==> src/sv/dll_pkg.sv <==
// Package for the doubly linked list engine: request/result types and codes.
// No dependencies.
`timescale 1ns / 1ps
package dll_pkg;
  typedef enum logic [2:0] {
    OP_INS_FRONT = 3'd0,
    OP_INS_AFTER = 3'd1,
    OP_INS_BACK  = 3'd2,
    OP_DEL_FRONT = 3'd3,
    OP_DEL_KEY   = 3'd4,
    OP_DEL_BACK  = 3'd5,
    OP_SEARCH    = 3'd6,
    OP_NOP       = 3'd7
  } opcode_t;

  typedef enum logic [1:0] {
    ST_OK       = 2'd0,
    ST_NOTFOUND = 2'd1,
    ST_EMPTY    = 2'd2,
    ST_FULL     = 2'd3
  } status_t;

  typedef struct packed {
    logic [2:0]         opcode;
    logic signed [31:0] key;
    logic signed [31:0] value;
  } req_t;

  typedef struct packed {
    logic [1:0]         status;
    logic [4:0]         count;
    logic signed [31:0] total;
  } res_t;
endpackage

==> src/sv/doubly_linked_list_engine.sv <==
// Doubly linked list engine: node pool in memories with registered read data; depends on dll_pkg.
// Full, empty or unused opcode: straight to the result. Front/back removal: read node, unlink.
// Insert: allocate, (for a freed node) read its free-list link, then link. A key walk reads and
// compares node by node, at most POOL_NODES nodes. One request at a time: the next one is taken
// at the edge that takes the result; the receiver cannot stall.
// Reset (rst, synchronous) empties the list and free list; node memories are not cleared.
`timescale 1ns / 1ps
module doubly_linked_list_engine #(
  parameter int POOL_NODES = 16,
  parameter int DATA_BITS  = 32
) (
  input  logic          clk,
  input  logic          rst,
  input  logic          start,
  input  dll_pkg::req_t req,
  output logic          busy,
  output logic          done,
  output dll_pkg::res_t res
);
  localparam int IW = $clog2(POOL_NODES + 1);
  localparam int AW = (POOL_NODES > 1) ? $clog2(POOL_NODES) : 1;
  localparam logic [IW-1:0] NIL = IW'(POOL_NODES);

  typedef enum logic [3:0] {
    S_IDLE, S_WALK_RD, S_WALK_CMP, S_LINK, S_UNLINK_RD, S_UNLINK_GO, S_ALLOC_RD,
    S_ALLOC_GO, S_NEXT_RD, S_NEXT_GO, S_DONE
  } state_t;

  // node memories, read data registered
  logic [DATA_BITS-1:0] mem_val [POOL_NODES];
  logic [IW-1:0]        mem_nxt [POOL_NODES];
  logic [IW-1:0]        mem_prv [POOL_NODES];
  logic [DATA_BITS-1:0] rd_val;
  logic [IW-1:0]        rd_nxt, rd_prv;
  logic [AW-1:0]        rd_addr;
  logic                 rd_en;

  state_t               state;
  dll_pkg::opcode_t     op;
  logic [DATA_BITS-1:0] kd, vd;
  logic [IW-1:0]        head, tail, free_head, fresh, cur, lp, ln, newx;
  logic [IW-1:0]        steps;
  logic [IW-1:0]        count;
  logic [31:0]          sum;
  logic [1:0]           status;
  logic                 wait_rd;

  function automatic logic [31:0] sext(input logic [DATA_BITS-1:0] d);
    return 32'(signed'(d));
  endfunction

  function automatic logic in_pool(input logic [IW-1:0] i);
    return i < NIL;
  endfunction

  always_ff @(posedge clk) begin
    if (rd_en) begin
      rd_val <= mem_val[rd_addr];
      rd_nxt <= mem_nxt[rd_addr];
      rd_prv <= mem_prv[rd_addr];
    end
  end

  // sequential write ports are driven from the control block below
  logic                 wv_en, wn_en, wp_en, wn2_en, wp2_en;
  logic [AW-1:0]        wv_a, wn_a, wp_a, wn2_a, wp2_a;
  logic [DATA_BITS-1:0] wv_d;
  logic [IW-1:0]        wn_d, wp_d, wn2_d, wp2_d;

  always_ff @(posedge clk) begin
    if (wv_en) mem_val[wv_a] <= wv_d;
    if (wn_en) mem_nxt[wn_a] <= wn_d;
    if (wn2_en) mem_nxt[wn2_a] <= wn2_d;
    if (wp_en) mem_prv[wp_a] <= wp_d;
    if (wp2_en) mem_prv[wp2_a] <= wp2_d;
  end

  // memory access decode per state
  always_comb begin
    rd_en = 1'b0; rd_addr = cur[AW-1:0];
    wv_en = 1'b0; wv_a = newx[AW-1:0]; wv_d = vd;
    wn_en = 1'b0; wn_a = newx[AW-1:0]; wn_d = ln;
    wp_en = 1'b0; wp_a = newx[AW-1:0]; wp_d = lp;
    wn2_en = 1'b0; wn2_a = lp[AW-1:0]; wn2_d = newx;
    wp2_en = 1'b0; wp2_a = ln[AW-1:0]; wp2_d = newx;
    case (state)
      S_WALK_RD, S_UNLINK_RD, S_ALLOC_RD, S_NEXT_RD: rd_en = 1'b1;
      S_LINK: begin
        wv_en = 1'b1; wn_en = 1'b1; wp_en = 1'b1;
        wn2_en = in_pool(lp); wp2_en = in_pool(ln);
      end
      S_UNLINK_GO: begin
        // bypass around the unlinked node and push it on the free list
        wn2_en = in_pool(rd_prv); wn2_a = rd_prv[AW-1:0]; wn2_d = rd_nxt;
        wp2_en = in_pool(rd_nxt); wp2_a = rd_nxt[AW-1:0]; wp2_d = rd_prv;
        wn_en = 1'b1; wn_a = cur[AW-1:0]; wn_d = free_head;
      end
      default: ;
    endcase
  end

  always_ff @(posedge clk) begin
    if (rst) begin
      state <= S_IDLE; busy <= 1'b0; done <= 1'b0;
      head <= NIL; tail <= NIL; free_head <= NIL; fresh <= '0;
      count <= '0; sum <= '0;
    end else begin
      done <= 1'b0;
      case (state)
        S_IDLE: if (start) begin
          busy <= 1'b1;
          op <= dll_pkg::opcode_t'(req.opcode);
          kd <= DATA_BITS'(64'(signed'(req.key)));
          vd <= DATA_BITS'(64'(signed'(req.value)));
          status <= dll_pkg::ST_OK;
          cur <= head; steps <= '0;
          case (dll_pkg::opcode_t'(req.opcode))
            dll_pkg::OP_INS_FRONT, dll_pkg::OP_INS_BACK: begin
              lp <= (req.opcode == dll_pkg::OP_INS_BACK) ? tail : NIL;
              ln <= (req.opcode == dll_pkg::OP_INS_BACK) ? NIL : head;
              state <= S_ALLOC_RD;
              if (count >= NIL) begin
                status <= dll_pkg::ST_FULL; state <= S_DONE;
              end
            end
            dll_pkg::OP_DEL_FRONT, dll_pkg::OP_DEL_BACK: begin
              cur <= (req.opcode == dll_pkg::OP_DEL_BACK) ? tail : head;
              state <= S_UNLINK_RD;
              if (!in_pool(head)) begin
                status <= dll_pkg::ST_EMPTY; state <= S_DONE;
              end
            end
            dll_pkg::OP_INS_AFTER, dll_pkg::OP_DEL_KEY, dll_pkg::OP_SEARCH:
              state <= S_WALK_RD;
            default: state <= S_DONE;
          endcase
        end
        S_WALK_RD: begin
          if (!in_pool(cur) || steps >= NIL) begin
            status <= dll_pkg::ST_NOTFOUND; state <= S_DONE;
          end else state <= S_WALK_CMP;
        end
        S_WALK_CMP: begin
          if (rd_val == kd) begin
            case (op)
              dll_pkg::OP_SEARCH: state <= S_DONE;
              dll_pkg::OP_DEL_KEY: state <= S_UNLINK_RD;
              default: begin
                lp <= cur; ln <= rd_nxt; state <= S_ALLOC_RD;
                if (count >= NIL) begin
                  status <= dll_pkg::ST_FULL; state <= S_DONE;
                end
              end
            endcase
          end else begin
            cur <= rd_nxt; steps <= steps + 1'b1; state <= S_WALK_RD;
          end
        end
        S_ALLOC_RD: begin
          // take from the free list (needs its next link) else a fresh node
          if (in_pool(free_head)) begin
            cur <= free_head; newx <= free_head; state <= S_NEXT_RD;
          end else begin
            newx <= fresh; fresh <= fresh + 1'b1; state <= S_LINK;
          end
        end
        S_NEXT_RD: state <= S_NEXT_GO;
        S_NEXT_GO: begin
          free_head <= rd_nxt; state <= S_LINK;
        end
        S_LINK: begin
          if (!in_pool(lp)) head <= newx;
          if (!in_pool(ln)) tail <= newx;
          count <= count + 1'b1;
          sum <= sum + sext(vd);
          state <= S_DONE;
        end
        S_UNLINK_RD: state <= S_UNLINK_GO;
        S_UNLINK_GO: begin
          if (!in_pool(rd_prv)) head <= rd_nxt;
          if (!in_pool(rd_nxt)) tail <= rd_prv;
          sum <= sum - sext(rd_val);
          if (count != '0) count <= count - 1'b1;
          free_head <= cur;
          state <= S_DONE;
        end
        S_DONE: begin
          done <= 1'b1; busy <= 1'b0;
          res.status <= status;
          res.count <= 5'(count);
          res.total <= sum;
          state <= S_IDLE;
        end
        default: state <= S_IDLE;
      endcase
    end
  end

  // unused state code guard
  assign wait_rd = (state == S_ALLOC_GO);

  a_count_range: assert property (@(posedge clk) disable iff (rst) count <= NIL)
    else $error("node count beyond pool");
  a_done_pulse: assert property (@(posedge clk) disable iff (rst) done |=> !done)
    else $error("result strobe longer than one cycle");
  a_empty_links: assert property (@(posedge clk) disable iff (rst)
    (count == '0 && state == S_IDLE) |-> (head == NIL && tail == NIL))
    else $error("empty list with live head or tail");
  a_no_alloc_wait: assert property (@(posedge clk) disable iff (rst) !wait_rd)
    else $error("reached unused state");
endmodule
==> config.mk <==
export PLATFORM = sky130hd
export DESIGN_NAME = doubly_linked_list_engine
export DESIGN_NICKNAME = d
export VERILOG_FILES = /design/src/sv/dll_pkg.sv /design/src/sv/doubly_linked_list_engine.sv
export SDC_FILE = /design/constraint.sdc
export NUM_CORES = 1
export LEC_CHECK = 0
export ABC_AREA = 0
export BUFFER_PORTS_ARGS = -buffer_cell sky130_fd_sc_hd__buf_4
export CAP_MARGIN = 20
export CORE_MARGIN = 2
export CORE_UTILIZATION = 35
export CTS_BUF_LIST = sky130_fd_sc_hd__clkbuf_4 sky130_fd_sc_hd__clkbuf_8
export DETAILED_ROUTE_END_ITERATION = 12
export SKIP_LAST_GASP = 1
export SLEW_MARGIN = 10
export SYNTH_ARGS = -nofsm -noshare
export SYNTH_HDL_FRONTEND = slang
export SYNTH_SLANG_ARGS = --single-unit
export TNS_END_PERCENT = 50
==> constraint.sdc <==
create_clock -name clk -period 9.8 [get_ports clk]
set_clock_uncertainty 0.05 [all_clocks]
set_input_delay 0.49 -clock clk [delete_from_list [all_inputs] [get_ports clk]]
set_output_delay 0.49 -clock clk [all_outputs]
set_load 0.02 [all_outputs]
==> flow_metrics.env <==
export IMPL_route_vias_total=23000
export IMPL_placement_cell_area_sq_um=41900
export IMPL_yosysSeqAreaShare_pct=68.1
export IMPL_critical_path_buf_inv_count=4
export IMPL_cts_inserted_buffers=154
export IMPL_required_ns=10.45
export IMPL_post_cts_resized_instances=0
export IMPL_total_switching_power_uw=3150
export IMPL_critPathCaptureType="flip-flop"
export IMPL_worstSetupPathType="flip-flop to flip-flop"
export IMPL_worst_hold_startpoint="rst"
export IMPL_grt_first_pass_wirelength_um=154000
export IMPL_combinationalPowerShare_pct=19.8
export IMPL_wl_per_cell_um=24.5
export IMPL_final_setup_viol_count=0
export IMPL_cts_reportedPaths_clkPinSlew_ns=0.06
export IMPL_gr_total_overflow=0
export IMPL_cp_data_arrival_time_ns=6.00
export IMPL_root_buffer="sky130_fd_sc_hd__clkbuf_8"
export IMPL_power_frac_seq_pct=48.1
export IMPL_max_freq_mhz=187
export IMPL_filler_cell_count=9887
export IMPL_htreeDepth=4
export IMPL_final_antenna_net_count=0
export IMPL_die_y_um=339
export IMPL_global_route_usage_total_pct=18.0
export IMPL_tritoncts="done"
export IMPL_outcome="finished, final reports clean"
export IMPL_totalNegativeSetupSlack_ns=0
export IMPL_regArea_sq_um=26700
export IMPL_clock_sinks=910
export IMPL_syn_area_per_cell_sq_um=16.3
export IMPL_period_minus_slack_ns=5.35
export IMPL_min_period_over_period_pct=54.6
export IMPL_synthesis_instances=2408
export IMPL_ir_worst_vdd_mv=0.123
export IMPL_cellLeakagePower_uw=0.0152
export IMPL_clock_path_buffers=3
export IMPL_syn2layout_area_growth_pct=16.3
export IMPL_final_nets=2754
export IMPL_post_place_ws_ns=4.58
export IMPL_final_hold_viol_count=0
export IMPL_finish_instance_area_sq_um=45600
export IMPL_p_total_uw=10600
export IMPL_hold_depth=2
export IMPL_pwr_share_clk_pct=32.1
export IMPL_setup_reg_to_reg_worst_slack_ns=4.45
export IMPL_switching_share_pct=29.7
export IMPL_async_reset_ff_share_pct=0
export IMPL_syn_area_sq_um=39200
export IMPL_port_buffers=110
export IMPL_report_final_slew_viol_count=0
export IMPL_slowest_delay_ns=0.93
export IMPL_crit_path_top_delay_cell="sky130_fd_sc_hd__dfxtp_1"
export IMPL_holdCritPathClass="input port to flip-flop"
export IMPL_rr_worst_depth=17
export IMPL_avgViaCountPerCell=5.42
export IMPL_postSynthRegisterBits=910
export IMPL_hpwlAfterDp_um=62500
export IMPL_dr_pass1_iters=6
export IMPL_power_internal_uw=7450
export IMPL_count_of_different_cell_masters_after_synthesis=84
export IMPL_x_dimension_of_the_die_um=339
export IMPL_grt_max_degree=92
export IMPL_number_of_warnings_issued_by_yosys=0
export IMPL_max_cap_violations=0
export IMPL_grt_antenna_before_repair=9
export IMPL_multi_input_comb_area_sq_um=12000
export IMPL_slew_headroom_pct=25.4
export IMPL_synth_edf_count=847
export IMPL_postRouteWirelength_um=104000
export IMPL_synth_fp_nets=2517
export IMPL_layout_drive_gt1_share_pct=25.0
export IMPL_worstPathMaxFanout=57
export IMPL_core_area_sq_um=111000
export IMPL_worst_hold_path_endpoint="count[4]"
export IMPL_drtIter0Drc=2730
export IMPL_crit_family="compound AO/OA/AOI/OAI gates"
export IMPL_clock_latency_ns=0.85
export IMPL_via_count_of_the_first_global_routing_pass=23300
export IMPL_top_level_ports=111
export IMPL_place_congestion=0.885
export IMPL_floorplan_die_area_sq_um=115000
export IMPL_powerDensity_nw_per_um2=232
export IMPL_cp_start_kind="flip-flop"
export IMPL_crit_reg2reg_launch="state[2]"
export IMPL_drc_errors_left=0
export IMPL_worstPathCellList="nand2b_1 > or2_4 > buf_4 > inv_2 > buf_4 > nand2_1 > o21ai_0 > ha_1 > inv_1 > fa_1 > a21o_1 > nand4_1 > nand3_1 > a22oi_2 > a31oi_1 > a41o_1 > a221o_1"
export IMPL_postLayoutSetupSlackWorst_ns=4.45
export IMPL_floorplan_initialDensity_pct=35.3
export IMPL_crit_path_frequent_cell="sky130_fd_sc_hd__buf_4"
export IMPL_rsz_0062_raised_after_global_routing="false"
export IMPL_placementRows=122
export IMPL_worstMarginPinSlew_ns=1.12
export IMPL_postSynth_topFlopCell="sky130_fd_sc_hd__edfxtp_1"
export IMPL_worst_r2r_endpoint="sum[28]"
layout by cell type, fill, tap and decap left out, types with 18 or more instances in the layout:
cell	synthesis	final
sky130_fd_sc_hd__a31oi_1	19	19
sky130_fd_sc_hd__dlygate4sd3_1	0	68
sky130_fd_sc_hd__clkbuf_4	0	62
sky130_fd_sc_hd__and2_1	27	27
sky130_fd_sc_hd__nor3_1	34	33
sky130_fd_sc_hd__ha_1	37	37
sky130_fd_sc_hd__dfxtp_1	63	63
sky130_fd_sc_hd__clkbuf_8	1	158
sky130_fd_sc_hd__nand2_1	153	153
sky130_fd_sc_hd__mux2i_1	102	97
sky130_fd_sc_hd__nand3b_1	18	18
sky130_fd_sc_hd__xor2_1	62	62
sky130_fd_sc_hd__edfxtp_1	847	847
sky130_fd_sc_hd__nand3_1	31	31
sky130_fd_sc_hd__o21ai_0	97	97
sky130_fd_sc_hd__a21oi_1	142	132
sky130_fd_sc_hd__xnor2_1	26	26
sky130_fd_sc_hd__nor2_1	152	135
sky130_fd_sc_hd__buf_4	5	156
sky130_fd_sc_hd__mux4_2	210	210
sky130_fd_sc_hd__clkinv_1	0	25
through the flow:
stage               instances  util (%)  hold slack, ns
finish                   4251      41.1           0.113
global route             4251      41.1          0.0942
CTS                      4247      41.1          0.0498
detailed placement       3908      37.7           0.358
global placement         3906      37.7           0.357
floorplan                2408         -           0.350
flip-flops by register name (all words and copies together), names as in the netlist, 4 cells and up:
signal,count
mem_val,512
mem_nxt,80
mem_prv,80
res,39
kd,32
rd_val,32
sum,32
vd,32
count,5
cur,5
free_head,5
fresh,5
head,5
ln,5
lp,5
newx,5
rd_nxt,5
rd_prv,5
steps,5
tail,5
state,4
cells in the mapped netlist, drive strengths merged (13+ instances only):
master / number / share of area [%]
ha: 37 / 1.2
mux4: 210 / 12
xor2: 62 / 1.4
buf: 58 / 0.76
nor2: 156 / 1.5
and2: 28 / 0.45
nor4: 16 / 0.36
or2: 16 / 0.26
mux2i: 102 / 2.6
a21o: 17 / 0.33
a31oi: 19 / 0.30
inv: 16 / 0.15
o21bai: 14 / 0.28
dfxtp: 63 / 3.2
nand2b: 14 / 0.26
edfxtp: 847 / 65
nand4: 14 / 0.24
nor3: 35 / 0.48
o21ai: 98 / 1.3
nand3: 31 / 0.40
nand3b: 18 / 0.34
xnor2: 26 / 0.58
nor2b: 13 / 0.21
clkbuf: 89 / 0.88
nand2: 153 / 1.5
a21oi: 142 / 1.8
a211oi: 15 / 0.29
logic make-up (layout without fill, tap and decap cells):
kind of cell	count (synthesis)	in the layout	synth area share (%)
flops	910	910	68.1
simple gates	531	531	6.65
compound gates	360	360	5.46
mux	316	316	14.8
buf+inv	163	515	1.79
xor+xnor	88	88	1.96
fa+ha+maj	40	40	1.31
other cells	0	3	0
per-layer routing:
layer | vias to the layer above | share of wire (%) | GRT usage (%)
li1 | 9999 | - | -
met3 | 152 | 8.4 | 3.42
met5 | - | 0 | 0
met2 | 1112 | 47 | 28.1
met1 | 11800 | 43 | 25.8
met4 | 0 | 1.9 | 5.31
how the worst max path moves through the flow:
| stage | startpoint | to | slack [ns] | cells past startpoint |
|---|---|---|---|---|
| 5_1_grt | state[2] | sum[28] | 4.09 | 17 |
| 3_3_place_gp | state[2] | sum[28] | 4.70 | 17 |
| 6_report | state[2] | sum[28] | 4.45 | 17 |
| 4_1_cts | state[2] | sum[28] | 4.52 | 17 |
| 3_5_place_dp | state[2] | sum[28] | 4.58 | 17 |
| 2_1_floorplan | state[3] | rd_nxt[0] | 5.24 | 3 |
power by group through the flow:
stage	clock [uW]	sequential (uW)	combinational, uW
after floorplan	0	4930	1510
after global placement	0	5160	2030
after detailed placement	0	5170	2080
after CTS	3480	5090	2100
after global routing	3640	5120	2260
final	3400	5100	2100
repair_timing:
action                                 4_1_cts  5_1_grt
endpoints found under the hold margin       68        0
setup buffers                                0        0
hold buffers                                68        0
cell type report:
cell class | count | area share, %
Clock inverter | 51 | 0.927
Antenna cell | 3 | 0.0164
Multi-Input combinational cell | 1335 | 26.4
Sequential cell | 910 | 58.5
Inverter | 16 | 0.132
Clock buffer | 220 | 5.78
Timing Repair Buffer | 228 | 4.18
Tap cell | 1488 | 4.08
(Power assumes the default switching activity.)
